## src/sv/cch_pkg.sv

```systemverilog
// ----------------------------------------------------------------------------
// cch_pkg
// Shared types, constants and the arctangent table for the compass
// calibration and heading block.
// ----------------------------------------------------------------------------
package cch_pkg;

	// request kinds
	typedef enum logic [1:0] {
		ACT_START   = 2'd0,
		ACT_SAMPLE  = 2'd1,
		ACT_TICK    = 2'd2,
		ACT_HEADING = 2'd3
	} action_t;

	// result status codes
	typedef enum logic [2:0] {
		ST_ACCEPTED  = 3'd0,
		ST_CAL_DONE  = 3'd1,
		ST_HEADING   = 3'd2,
		ST_NOT_CAL   = 3'd3,
		ST_ZERO_SPAN = 3'd4
	} status_t;

	localparam int CORDIC_STEPS_DEF = 20;

	localparam int SMP_W    = 16;
	localparam int DIFF_W   = SMP_W + 1;
	localparam int PROD_W   = 33;
	localparam int SCALE_SH = 24;
	localparam int CORD_W   = 60;
	localparam int Z_W      = 32;
	localparam int ATAN_W   = 30;
	localparam int ATAN_N   = 32;
	localparam int IDX_W    = 5;

	localparam logic signed [SMP_W-1:0] SMP_MAX = 16'sh7FFF;
	localparam logic signed [SMP_W-1:0] SMP_MIN = 16'sh8000;
	localparam logic [SMP_W-1:0] TIMEOUT_RST = 16'd1000;
	localparam logic [SMP_W-1:0] QUIET_TOP   = 16'hFFFF;

	// quarter turn in centidegrees scaled by 2^16
	localparam logic signed [Z_W-1:0] QUARTER_TURN = 32'sd589824000;
	localparam logic signed [Z_W-1:0] ROUND_HALF   = 32'sd32768;
	localparam logic signed [SMP_W-1:0] HEADING_MAX = 16'sd18000;
	localparam logic signed [SMP_W-1:0] HEADING_MIN = -16'sd18000;

	// atan(2^-i) in centidegrees scaled by 2^16
	function automatic logic [ATAN_W-1:0] cch_atan(input logic [IDX_W-1:0] idx);
		logic [ATAN_W-1:0] v;
		case (idx)
			5'd0:    v = 30'd294912000;
			5'd1:    v = 30'd174096719;
			5'd2:    v = 30'd91987925;
			5'd3:    v = 30'd46694507;
			5'd4:    v = 30'd23437865;
			5'd5:    v = 30'd11730358;
			5'd6:    v = 30'd5866610;
			5'd7:    v = 30'd2933484;
			5'd8:    v = 30'd1466764;
			5'd9:    v = 30'd733385;
			5'd10:   v = 30'd366693;
			5'd11:   v = 30'd183346;
			5'd12:   v = 30'd91673;
			5'd13:   v = 30'd45837;
			5'd14:   v = 30'd22918;
			5'd15:   v = 30'd11459;
			5'd16:   v = 30'd5730;
			5'd17:   v = 30'd2865;
			5'd18:   v = 30'd1432;
			5'd19:   v = 30'd716;
			5'd20:   v = 30'd358;
			5'd21:   v = 30'd179;
			5'd22:   v = 30'd90;
			5'd23:   v = 30'd45;
			5'd24:   v = 30'd22;
			5'd25:   v = 30'd11;
			5'd26:   v = 30'd6;
			5'd27:   v = 30'd3;
			5'd28:   v = 30'd1;
			5'd29:   v = 30'd1;
			default: v = 30'd0;
		endcase
		return v;
	endfunction

endpackage

```

## src/sv/cch_intf.sv

```systemverilog
// ----------------------------------------------------------------------------
// cch channel interfaces
// Valid/ready channels for requests, results and the timeout register write.
// ----------------------------------------------------------------------------

// request channel
interface cch_in_if;
	import cch_pkg::*;
	logic                    valid;
	logic                    ready;
	action_t                 action;
	logic signed [SMP_W-1:0] x_sample;
	logic signed [SMP_W-1:0] y_sample;
	logic signed [SMP_W-1:0] z_sample;

	modport source (output valid, action, x_sample, y_sample, z_sample, input ready);
	modport sink (input valid, action, x_sample, y_sample, z_sample, output ready);
endinterface

// result channel
interface cch_out_if;
	import cch_pkg::*;
	logic                    valid;
	logic                    ready;
	status_t                 status;
	logic signed [SMP_W-1:0] heading_centideg;
	logic signed [SMP_W-1:0] offset_x;
	logic signed [SMP_W-1:0] offset_y;
	logic signed [SMP_W-1:0] offset_z;
	logic                    is_calibrated;

	modport source (output valid, status, heading_centideg, offset_x, offset_y, offset_z,
		is_calibrated, input ready);
	modport sink (input valid, status, heading_centideg, offset_x, offset_y, offset_z,
		is_calibrated, output ready);
endinterface

// register write channel
interface cch_cfg_if;
	import cch_pkg::*;
	logic             valid;
	logic             ready;
	logic [SMP_W-1:0] data;

	modport source (output valid, data, input ready);
	modport sink (input valid, data, output ready);
endinterface

```

## src/sv/compass_calibration_heading.sv

```systemverilog
// ----------------------------------------------------------------------------
// compass_calibration_heading
// Hard-iron calibration of a three-axis magnetometer and CORDIC compass
// heading in centidegrees.
// ----------------------------------------------------------------------------
// Start, calibration sample and tick requests update the calibration state in
// the cycle they are accepted and pass through the finish state to the output
// register. A heading request runs through one shared 17x17 multiplier twice,
// a pre-rotation step and CORDIC_STEPS iterations of one shared shift/add unit
// plus a rounding step; a zero vector skips the iterations with heading 0.
// The block takes one request at a time. A finished result sits in the output
// register until taken while the next request is already accepted. The timeout
// register write is always ready and should be done while the block is idle.
module compass_calibration_heading import cch_pkg::*; #(
	parameter int CORDIC_STEPS = CORDIC_STEPS_DEF
) (
	input  logic      clk,
	input  logic      arst_n,
	cch_in_if.sink    req,
	cch_out_if.source rsp,
	cch_cfg_if.sink   cfg
);

	localparam int STEP_W = $clog2(CORDIC_STEPS + 1);
	localparam int EXT_W  = CORD_W - PROD_W - SCALE_SH;

	typedef enum logic [2:0] {
		S_IDLE,
		S_MULX,
		S_MULY,
		S_ROT,
		S_ITER,
		S_FIN
	} state_t;

	state_t                  state_q;
	logic [SMP_W-1:0]        timeout_q;
	logic signed [SMP_W-1:0] min_q [3];
	logic signed [SMP_W-1:0] max_q [3];
	logic signed [SMP_W-1:0] off_q [3];
	logic [SMP_W-1:0]        span_q [2];
	logic [SMP_W-1:0]        quiet_q;
	logic                    calibrating_q;
	logic                    calibrated_q;

	logic signed [DIFF_W-1:0] dx_q;
	logic signed [DIFF_W-1:0] ndy_q;
	logic signed [PROD_W-1:0] xa_q;
	logic signed [PROD_W-1:0] yb_q;
	logic signed [CORD_W-1:0] x_q;
	logic signed [CORD_W-1:0] y_q;
	logic signed [Z_W-1:0]    z_q;
	logic [STEP_W-1:0]        step_q;
	status_t                  res_status_q;
	logic signed [SMP_W-1:0]  res_heading_q;

	logic                    rsp_valid_q;
	status_t                 rsp_status_q;
	logic signed [SMP_W-1:0] rsp_heading_q;
	logic signed [SMP_W-1:0] rsp_off_q [3];
	logic                    rsp_cal_q;

	logic req_fire;
	assign req.ready = (state_q == S_IDLE);
	assign req_fire  = req.valid & req.ready;
	assign cfg.ready = 1'b1;

	// next calibration state for the request at the input
	logic signed [SMP_W-1:0] smp [3];
	logic signed [SMP_W-1:0] mid_w [3];
	logic [SMP_W-1:0]        span_w [2];
	logic signed [SMP_W-1:0] min_n [3];
	logic signed [SMP_W-1:0] max_n [3];
	logic signed [SMP_W-1:0] off_n [3];
	logic [SMP_W-1:0]        span_n [2];
	logic [SMP_W-1:0]        quiet_n;
	logic [SMP_W-1:0]        quiet_inc;
	logic                    calibrating_n;
	logic                    calibrated_n;
	status_t                 status_n;
	logic                    go_heading;

	assign smp[0] = req.x_sample;
	assign smp[1] = req.y_sample;
	assign smp[2] = req.z_sample;
	assign quiet_inc = (quiet_q == QUIET_TOP) ? quiet_q : quiet_q + 16'd1;

	// truncated midpoints and spans of the current extremes
	always_comb begin
		logic signed [DIFF_W-1:0] sum;
		logic signed [DIFF_W-1:0] adj;
		logic signed [DIFF_W-1:0] diff;
		for (int k = 0; k < 3; k++) begin
			sum      = DIFF_W'(min_q[k]) + DIFF_W'(max_q[k]);
			adj      = sum + DIFF_W'({1'b0, sum[DIFF_W-1]});
			mid_w[k] = adj[DIFF_W-1:1];
		end
		for (int k = 0; k < 2; k++) begin
			diff      = DIFF_W'(max_q[k]) - DIFF_W'(min_q[k]);
			span_w[k] = (max_q[k] >= min_q[k]) ? diff[SMP_W-1:0] : '0;
		end
	end

	// request decode and calibration update
	always_comb begin
		logic changed;
		changed       = 1'b0;
		min_n         = min_q;
		max_n         = max_q;
		off_n         = off_q;
		span_n        = span_q;
		quiet_n       = quiet_q;
		calibrating_n = calibrating_q;
		calibrated_n  = calibrated_q;
		status_n      = ST_ACCEPTED;
		go_heading    = 1'b0;
		case (req.action)
			ACT_START: begin
				for (int k = 0; k < 3; k++) begin
					min_n[k] = SMP_MAX;
					max_n[k] = SMP_MIN;
				end
				quiet_n       = '0;
				calibrating_n = 1'b1;
			end
			ACT_SAMPLE: begin
				if (calibrating_q) begin
					for (int k = 0; k < 3; k++) begin
						if (smp[k] < min_q[k]) begin
							min_n[k] = smp[k];
							changed  = 1'b1;
						end
						if (smp[k] > max_q[k]) begin
							max_n[k] = smp[k];
							changed  = 1'b1;
						end
					end
					if (changed) quiet_n = '0;
				end
			end
			ACT_TICK: begin
				if (calibrating_q) begin
					quiet_n = quiet_inc;
					if (quiet_inc >= timeout_q) begin
						off_n         = mid_w;
						span_n        = span_w;
						calibrating_n = 1'b0;
						calibrated_n  = 1'b1;
						status_n      = ST_CAL_DONE;
					end
				end
			end
			ACT_HEADING: begin
				if (!calibrated_q) begin
					status_n = ST_NOT_CAL;
				end else if (span_q[0] == '0 || span_q[1] == '0) begin
					status_n = ST_ZERO_SPAN;
				end else begin
					status_n   = ST_HEADING;
					go_heading = 1'b1;
				end
			end
			default: ;
		endcase
	end

	// shared multiplier, offset-corrected axis times the other axis span
	logic signed [DIFF_W-1:0]   mul_a;
	logic signed [DIFF_W-1:0]   mul_b;
	logic signed [2*DIFF_W-1:0] prod;
	assign mul_a = (state_q == S_MULX) ? dx_q : ndy_q;
	assign mul_b = (state_q == S_MULX) ? $signed({1'b0, span_q[1]})
		: $signed({1'b0, span_q[0]});
	assign prod  = mul_a * mul_b;

	// products widened and scaled for the pre-rotation into the right half plane
	logic signed [CORD_W-1:0] xs;
	logic signed [CORD_W-1:0] ys;
	assign xs = {{EXT_W{xa_q[PROD_W-1]}}, xa_q, {SCALE_SH{1'b0}}};
	assign ys = {{EXT_W{yb_q[PROD_W-1]}}, yb_q, {SCALE_SH{1'b0}}};

	// shared cordic shift/add unit
	logic [IDX_W-1:0]         idx;
	logic signed [CORD_W-1:0] xsh;
	logic signed [CORD_W-1:0] ysh;
	logic signed [Z_W-1:0]    atan_z;
	assign idx    = IDX_W'(step_q);
	assign xsh    = x_q >>> idx;
	assign ysh    = y_q >>> idx;
	assign atan_z = $signed({{(Z_W-ATAN_W){1'b0}}, cch_atan(idx)});

	// rounding of the final angle to centidegrees
	logic signed [Z_W-1:0]   z_rnd;
	logic signed [SMP_W-1:0] ang;
	logic signed [SMP_W-1:0] ang_clamp;
	assign z_rnd = z_q + ROUND_HALF;
	assign ang   = z_rnd[Z_W-1:Z_W-SMP_W];
	assign ang_clamp = (ang > HEADING_MAX) ? HEADING_MAX
		: (ang < HEADING_MIN) ? HEADING_MIN : ang;

	logic rsp_load;
	assign rsp_load = (state_q == S_FIN) && (!rsp_valid_q || rsp.ready);

	// sequencer, calibration state and result register
	always_ff @(posedge clk or negedge arst_n) begin
		if (!arst_n) begin
			state_q       <= S_IDLE;
			timeout_q     <= TIMEOUT_RST;
			quiet_q       <= '0;
			calibrating_q <= 1'b0;
			calibrated_q  <= 1'b0;
			rsp_valid_q   <= 1'b0;
			for (int k = 0; k < 3; k++) begin
				min_q[k] <= SMP_MAX;
				max_q[k] <= SMP_MIN;
				off_q[k] <= '0;
			end
			span_q[0] <= '0;
			span_q[1] <= '0;
		end else begin
			if (cfg.valid) timeout_q <= cfg.data;

			case (state_q)
				S_IDLE: begin
					if (req_fire) begin
						min_q         <= min_n;
						max_q         <= max_n;
						off_q         <= off_n;
						span_q        <= span_n;
						quiet_q       <= quiet_n;
						calibrating_q <= calibrating_n;
						calibrated_q  <= calibrated_n;
						res_status_q  <= status_n;
						res_heading_q <= '0;
						dx_q  <= DIFF_W'(req.x_sample) - DIFF_W'(off_q[0]);
						ndy_q <= DIFF_W'(off_q[1]) - DIFF_W'(req.y_sample);
						state_q <= go_heading ? S_MULX : S_FIN;
					end
				end
				S_MULX: begin
					xa_q    <= prod[PROD_W-1:0];
					state_q <= S_MULY;
				end
				S_MULY: begin
					yb_q    <= prod[PROD_W-1:0];
					state_q <= S_ROT;
				end
				S_ROT: begin
					step_q <= '0;
					if (xa_q == '0 && yb_q == '0) begin
						state_q <= S_FIN;
					end else begin
						if (!xa_q[PROD_W-1]) begin
							x_q <= xs;
							y_q <= ys;
							z_q <= '0;
						end else if (!yb_q[PROD_W-1]) begin
							x_q <= ys;
							y_q <= -xs;
							z_q <= QUARTER_TURN;
						end else begin
							x_q <= -ys;
							y_q <= xs;
							z_q <= -QUARTER_TURN;
						end
						state_q <= S_ITER;
					end
				end
				S_ITER: begin
					if (step_q == STEP_W'(CORDIC_STEPS)) begin
						res_heading_q <= ang_clamp;
						state_q       <= S_FIN;
					end else begin
						if (!y_q[CORD_W-1]) begin
							x_q <= x_q + ysh;
							y_q <= y_q - xsh;
							z_q <= z_q + atan_z;
						end else begin
							x_q <= x_q - ysh;
							y_q <= y_q + xsh;
							z_q <= z_q - atan_z;
						end
						step_q <= step_q + STEP_W'(1);
					end
				end
				S_FIN: begin
					if (rsp_load) state_q <= S_IDLE;
				end
				default: state_q <= S_IDLE;
			endcase

			// output register
			if (rsp_load) begin
				rsp_valid_q   <= 1'b1;
				rsp_status_q  <= res_status_q;
				rsp_heading_q <= res_heading_q;
				rsp_off_q     <= off_q;
				rsp_cal_q     <= calibrated_q;
			end else if (rsp.ready) begin
				rsp_valid_q <= 1'b0;
			end
		end
	end

	assign rsp.valid            = rsp_valid_q;
	assign rsp.status           = rsp_status_q;
	assign rsp.heading_centideg = rsp_heading_q;
	assign rsp.offset_x         = rsp_off_q[0];
	assign rsp.offset_y         = rsp_off_q[1];
	assign rsp.offset_z         = rsp_off_q[2];
	assign rsp.is_calibrated    = rsp_cal_q;

endmodule

```

## src/flat_wrapper.sv

```systemverilog
// flat-port wrapper written by rule: the top's interface ports become plain ports
module compass_calibration_heading_flat import cch_pkg::*;
#(
	parameter int CORDIC_STEPS = CORDIC_STEPS_DEF
)
  (clk, arst_n, req_valid, req_action, req_x_sample, req_y_sample, req_z_sample, req_ready, rsp_valid, rsp_status, rsp_heading_centideg, rsp_offset_x, rsp_offset_y, rsp_offset_z, rsp_is_calibrated, rsp_ready, cfg_valid, cfg_data, cfg_ready);
  cch_in_if req_i ();
  cch_out_if rsp_i ();
  cch_cfg_if cfg_i ();
  input  logic clk;
  input  logic arst_n;
  input wire logic [$bits(req_i.valid)-1:0] req_valid;
  input wire logic [$bits(req_i.action)-1:0] req_action;
  input wire logic [$bits(req_i.x_sample)-1:0] req_x_sample;
  input wire logic [$bits(req_i.y_sample)-1:0] req_y_sample;
  input wire logic [$bits(req_i.z_sample)-1:0] req_z_sample;
  output wire logic [$bits(req_i.ready)-1:0] req_ready;
  output wire logic [$bits(rsp_i.valid)-1:0] rsp_valid;
  output wire logic [$bits(rsp_i.status)-1:0] rsp_status;
  output wire logic [$bits(rsp_i.heading_centideg)-1:0] rsp_heading_centideg;
  output wire logic [$bits(rsp_i.offset_x)-1:0] rsp_offset_x;
  output wire logic [$bits(rsp_i.offset_y)-1:0] rsp_offset_y;
  output wire logic [$bits(rsp_i.offset_z)-1:0] rsp_offset_z;
  output wire logic [$bits(rsp_i.is_calibrated)-1:0] rsp_is_calibrated;
  input wire logic [$bits(rsp_i.ready)-1:0] rsp_ready;
  input wire logic [$bits(cfg_i.valid)-1:0] cfg_valid;
  input wire logic [$bits(cfg_i.data)-1:0] cfg_data;
  output wire logic [$bits(cfg_i.ready)-1:0] cfg_ready;
  assign req_i.valid = req_valid;
  assign req_i.action = req_action;
  assign req_i.x_sample = req_x_sample;
  assign req_i.y_sample = req_y_sample;
  assign req_i.z_sample = req_z_sample;
  assign req_ready = req_i.ready;
  assign rsp_valid = rsp_i.valid;
  assign rsp_status = rsp_i.status;
  assign rsp_heading_centideg = rsp_i.heading_centideg;
  assign rsp_offset_x = rsp_i.offset_x;
  assign rsp_offset_y = rsp_i.offset_y;
  assign rsp_offset_z = rsp_i.offset_z;
  assign rsp_is_calibrated = rsp_i.is_calibrated;
  assign rsp_i.ready = rsp_ready;
  assign cfg_i.valid = cfg_valid;
  assign cfg_i.data = cfg_data;
  assign cfg_ready = cfg_i.ready;
  compass_calibration_heading #(.CORDIC_STEPS(CORDIC_STEPS)) u_core (.clk(clk), .arst_n(arst_n), .req(req_i), .rsp(rsp_i), .cfg(cfg_i));
endmodule
```

## config.mk

```make
export PLATFORM = sky130hd
export DESIGN_NAME = compass_calibration_heading_flat
export DESIGN_NICKNAME = d
export VERILOG_FILES = /design/src/sv/cch_pkg.sv /design/src/sv/cch_intf.sv /design/src/sv/compass_calibration_heading.sv /design/src/flat_wrapper.sv
export SDC_FILE = /design/constraint.sdc
export NUM_CORES = 2
export LEC_CHECK = 0
export BUFFER_PORTS_ARGS = -buffer_cell sky130_fd_sc_hd__buf_2
export CAP_MARGIN = 20
export CORE_ASPECT_RATIO = 0.75
export CORE_MARGIN = 2
export CORE_UTILIZATION = 66
export DETAILED_ROUTE_END_ITERATION = 10
export PLACE_DENSITY = 0.84
export REMOVE_ABC_BUFFERS = 1
export SLEW_MARGIN = 10
export SYNTH_ARGS = -nofsm -noshare
export SYNTH_HDL_FRONTEND = slang
export SYNTH_SLANG_ARGS = --single-unit
```

## constraint.sdc

```tcl
create_clock -name clk -period 10.8 [get_ports clk]
set_input_delay 1.08 -clock clk [delete_from_list [all_inputs] [get_ports clk]]
set_output_delay 1.08 -clock clk [all_outputs]
set_load 0.01 [all_outputs]
```

==> qor.csv <==
metric;value;unit
antenna-violating nets left;0;
GR peak layer;met1;
CTS tree;yes;
Reg-to-Reg Start;u_core.state_q[2];
Design Area, Final;67200;um^2
via density per instance;6.81;
min Tclk post-route;9.07;ns
R2R Setup Slk;1.73;ns
placed cell count;8225;
filler cell count;7375;
initial antenna violation count;14;
worst clock skew;0.0384;ns
synthesized area per cell;8.91;um^2
Critical Path Start;u_core.state_q[2];
clk sinks;587;
Ys Warns;0;
vias;57000;
die area;98400;um^2
register area;16300;um^2
P_sw;0.00954;W
clock network power share;0.129;
met2 Resource Use GR;0.596;
Yosys reg bits;587;
PwrDens;279;nW/um^2
first-pass GRT wire length;325;mm
Worst-path clk slew;0.06;ns
vias in the first global route;53500;
Final setup violation count;0;
worst-path fanout max;60;
post-synthesis sequential area ratio;0.258;
initial core utilization;0.665;
max frequency;110;MHz
P_leak;29.1;nW
RSZ-0062 raised after global routing;false;
Yosys top cell area share;0.163;
Top FF cell, synth;edfxtp_1;
Slew Limit Fails;0;
layout cells sized above 1;0.102;
total placed instance area;64800;um^2
R2R cell count;27;
I/O Buffers;140;
met3 Use GR;0.145;
Most common cell on crit path;fa_1;
Pre-Repair DR Iteration Count;8;
Crit. End Element;register;
TritonCTS buffer count;67;
FFs w/ async S/R, synth;0.365;
PostCTS Resize Cnt;0;
status;completed;
die width;361;um
Worst Path Required;11.20;ns
total core area;95200;um^2
pin count of the biggest net entering global routing;158;
Clk Latency, worst-skew pair;0.68;ns
Clock Tree Root;clkbuf_16;
Crit Path Class;reg -> reg;
CTS H-tree lvls;3;
GRT Resource Usage Total;0.431;
Arr. time, crit path;9.47;ns
cell accounting for the most synthesized area;edfxtp_1;
met1 GRT Util;0.625;
Syn Inst Count;7096;
drt first-iter violations;8059;
layout overhead on the synthesized area;6.24;%
hold_buf cts;0;
Max stage delay on crit path;0.91;ns
synth unique cells;104;
EDFF count, synth;344;
Slowest-stage cell, CP;mux2i_1;
Slew @ Worst Pin;1.20;ns
max_cap viols;0;
relative slew slack;0.178;
setup repair bufs after CTS;0;
Comb power frac;0.673;
Setup crit end;u_core.yb_q[31];
Final Hold Viols;0;
Die Y;272;um
largest cells by area after synthesis;edfxtp_1 16%, ha_1 9.4%, fa_1 9.0%;
crit path launch type;register;
Hold WC Path Type;in -> async;
Finished Layout Cells;8368;
Syn Std Cell Area;63300;um^2
WL/cell;25.7;um
Multi-input gate area;43100;um^2
row count;98;
sequential share of power;0.198;
I/O pins;142;
Remaining Overflow, GRT;0;
switching part of the total power;0.509;
Reg-to-Reg End;u_core.yb_q[31];
Total Nets Final;7883;
Pint;0.00922;W
final period utilization;0.839;
maximum clock path buffer count;3;
Max VDD drop;0.237;mV
drt total wl;215;mm
PnR Total Power;0.0188;W
HPWL Detailed;167;mm
drc violations;0;
Place WS;1.84;ns
Final Worst Setup Slack;1.73;ns
Final Wtd Congestion;1.05;
## cells in the final DEF, fill, tap and decap left out, types with 68 or more instances in the layout
cell type,synthesis,layout
nor2_1,672,670
buf_4,10,68
fa_1,284,284
ha_1,477,477
a31oi_1,89,89
o21ai_0,490,488
mux2i_1,211,211
a21o_1,122,122
edfxtp_1,344,344
inv_1,637,637
dfrtp_1,160,160
nor3_1,134,134
nand2b_1,73,72
mux2_2,115,115
xor2_1,197,197
mux4_2,138,138
o211ai_1,80,80
a21oi_1,416,413
buf_2,35,140
nand3_1,137,137
nand2_1,644,643
clkbuf_16,0,68
xnor2_1,293,293
## flip-flops by register name, indices dropped and copies added (netlist names), 5 cells and up
signal                       cells
u_core.res_heading_q            16
u_core.span_q                   32
u_core.rsp.offset_x             16
u_core.quiet_q                  16
u_core.off_q                    48
u_core.rsp.heading_centideg     16
u_core.x_q                      60
u_core.y_q                      60
u_core.xa_q                     33
u_core.rsp.offset_z             16
u_core.atan_z                   29
u_core.dx_q                     17
u_core.min_q                    48
u_core.rsp.offset_y             16
u_core.timeout_q                16
u_core.ndy_q                    17
u_core.idx                       5
u_core.max_q                    48
u_core.z_q                      32
u_core.yb_q                     33
## synthesized netlist by cell type (19+ instances only)
cell type  count
dfxtp_1       29
o211ai_1      80
nand3_1      137
buf_2         35
nor3b_1       19
a21boi_0      30
and3_1        56
o21a_1        44
a211oi_1      50
o22ai_1       29
mux2_2       115
nor4_1        45
nand4_1       59
nor2b_1       67
or2_2         33
and2_1        44
mux2i_1      211
fa_1         284
edfxtp_1     344
o31ai_1       67
a21oi_1      416
nand2_1      644
a2111oi_0     21
a21o_1       122
dfrtp_1      160
inv_1        637
or3_1         37
a31oi_1       89
clkbuf_1     233
o21bai_1      43
nand2b_1      73
nor3_1       134
buf_1         45
xnor2_1      293
mux4_2       138
nor2_1       672
a22oi_1       21
o21ai_0      490
or4_1         21
ha_1         477
xor2_1       197
dfstp_2       54
## layer usage
metal,vias to the layer above,wire length (um)
met1,27600,88600
met5,-,92
met4,12,9030
met3,553,30600
met2,3598,86900
li1,25200,-
## layout make-up
cell class / count / share of cell area
Antenna cell: 12 / 0.000447
Multi-Input combinational cell: 5531 / 0.642
Sequential cell: 587 / 0.243
Clock buffer: 72 / 0.0258
Timing Repair Buffer: 221 / 0.0216
Inverter: 643 / 0.0360
Clock inverter: 52 / 0.00804
Tap cell: 1250 / 0.0233
## how the worst min path moves through the flow
stage	to	slack [ns]	cells past startpoint
floorplan	u_core.rsp.heading_centideg[0]	0.40	0
global placement	u_core.rsp.heading_centideg[15]	0.40	0
detailed placement	u_core.rsp.heading_centideg[13]	0.40	0
CTS	u_core.off_q[23]	0.31	1
global route	u_core.off_q[22]	0.33	1
finish	u_core.off_q[23]	0.32	1
## critical path: cells and delay by family (launching register included)
family          cells  cell delay, ns
compound gates      9            2.23
mux                 1            0.91
flops               1            0.37
xor+xnor            1            0.10
simple gates        3            0.50
buf+inv             6            1.20
fa+ha+maj           7            3.44
## stage by stage
| stage | TNS [ns] | hold slack [ns] | util |
|---|---|---|---|
| global route | 0 | 0.330 | 0.706 |
| detailed placement | 0 | 0.405 | 0.681 |
| finish | 0 | 0.315 | 0.706 |
| floorplan | -658.19 | 0.400 | - |
| global placement | 0 | 0.403 | 0.681 |
| CTS | 0 | 0.306 | 0.705 |
## kinds of logic after synthesis
logic type	after synthesis	synth area share
and+or+nand+nor	2113	0.155
AOI/OAI and AO/OA	1700	0.169
buffers and inverters	978	0.0612
adders and majority gates	761	0.184
DFF	587	0.258
xor gates and xnor gates	490	0.0679
muxes	466	0.104
other	1	0.0000593
## power groups by stage
stage / registers (W) / logic, W / clock network, W
after floorplan: 0.00366 / 0.00892 / 0
final: 0.00372 / 0.0126 / 0.00242
after global routing: 0.00374 / 0.0136 / 0.00250
after detailed placement: 0.00370 / 0.0121 / 0
after global placement: 0.00368 / 0.0118 / 0
after CTS: 0.00366 / 0.0122 / 0.00243
No activity file was read; power rests on OpenSTA's default activity.
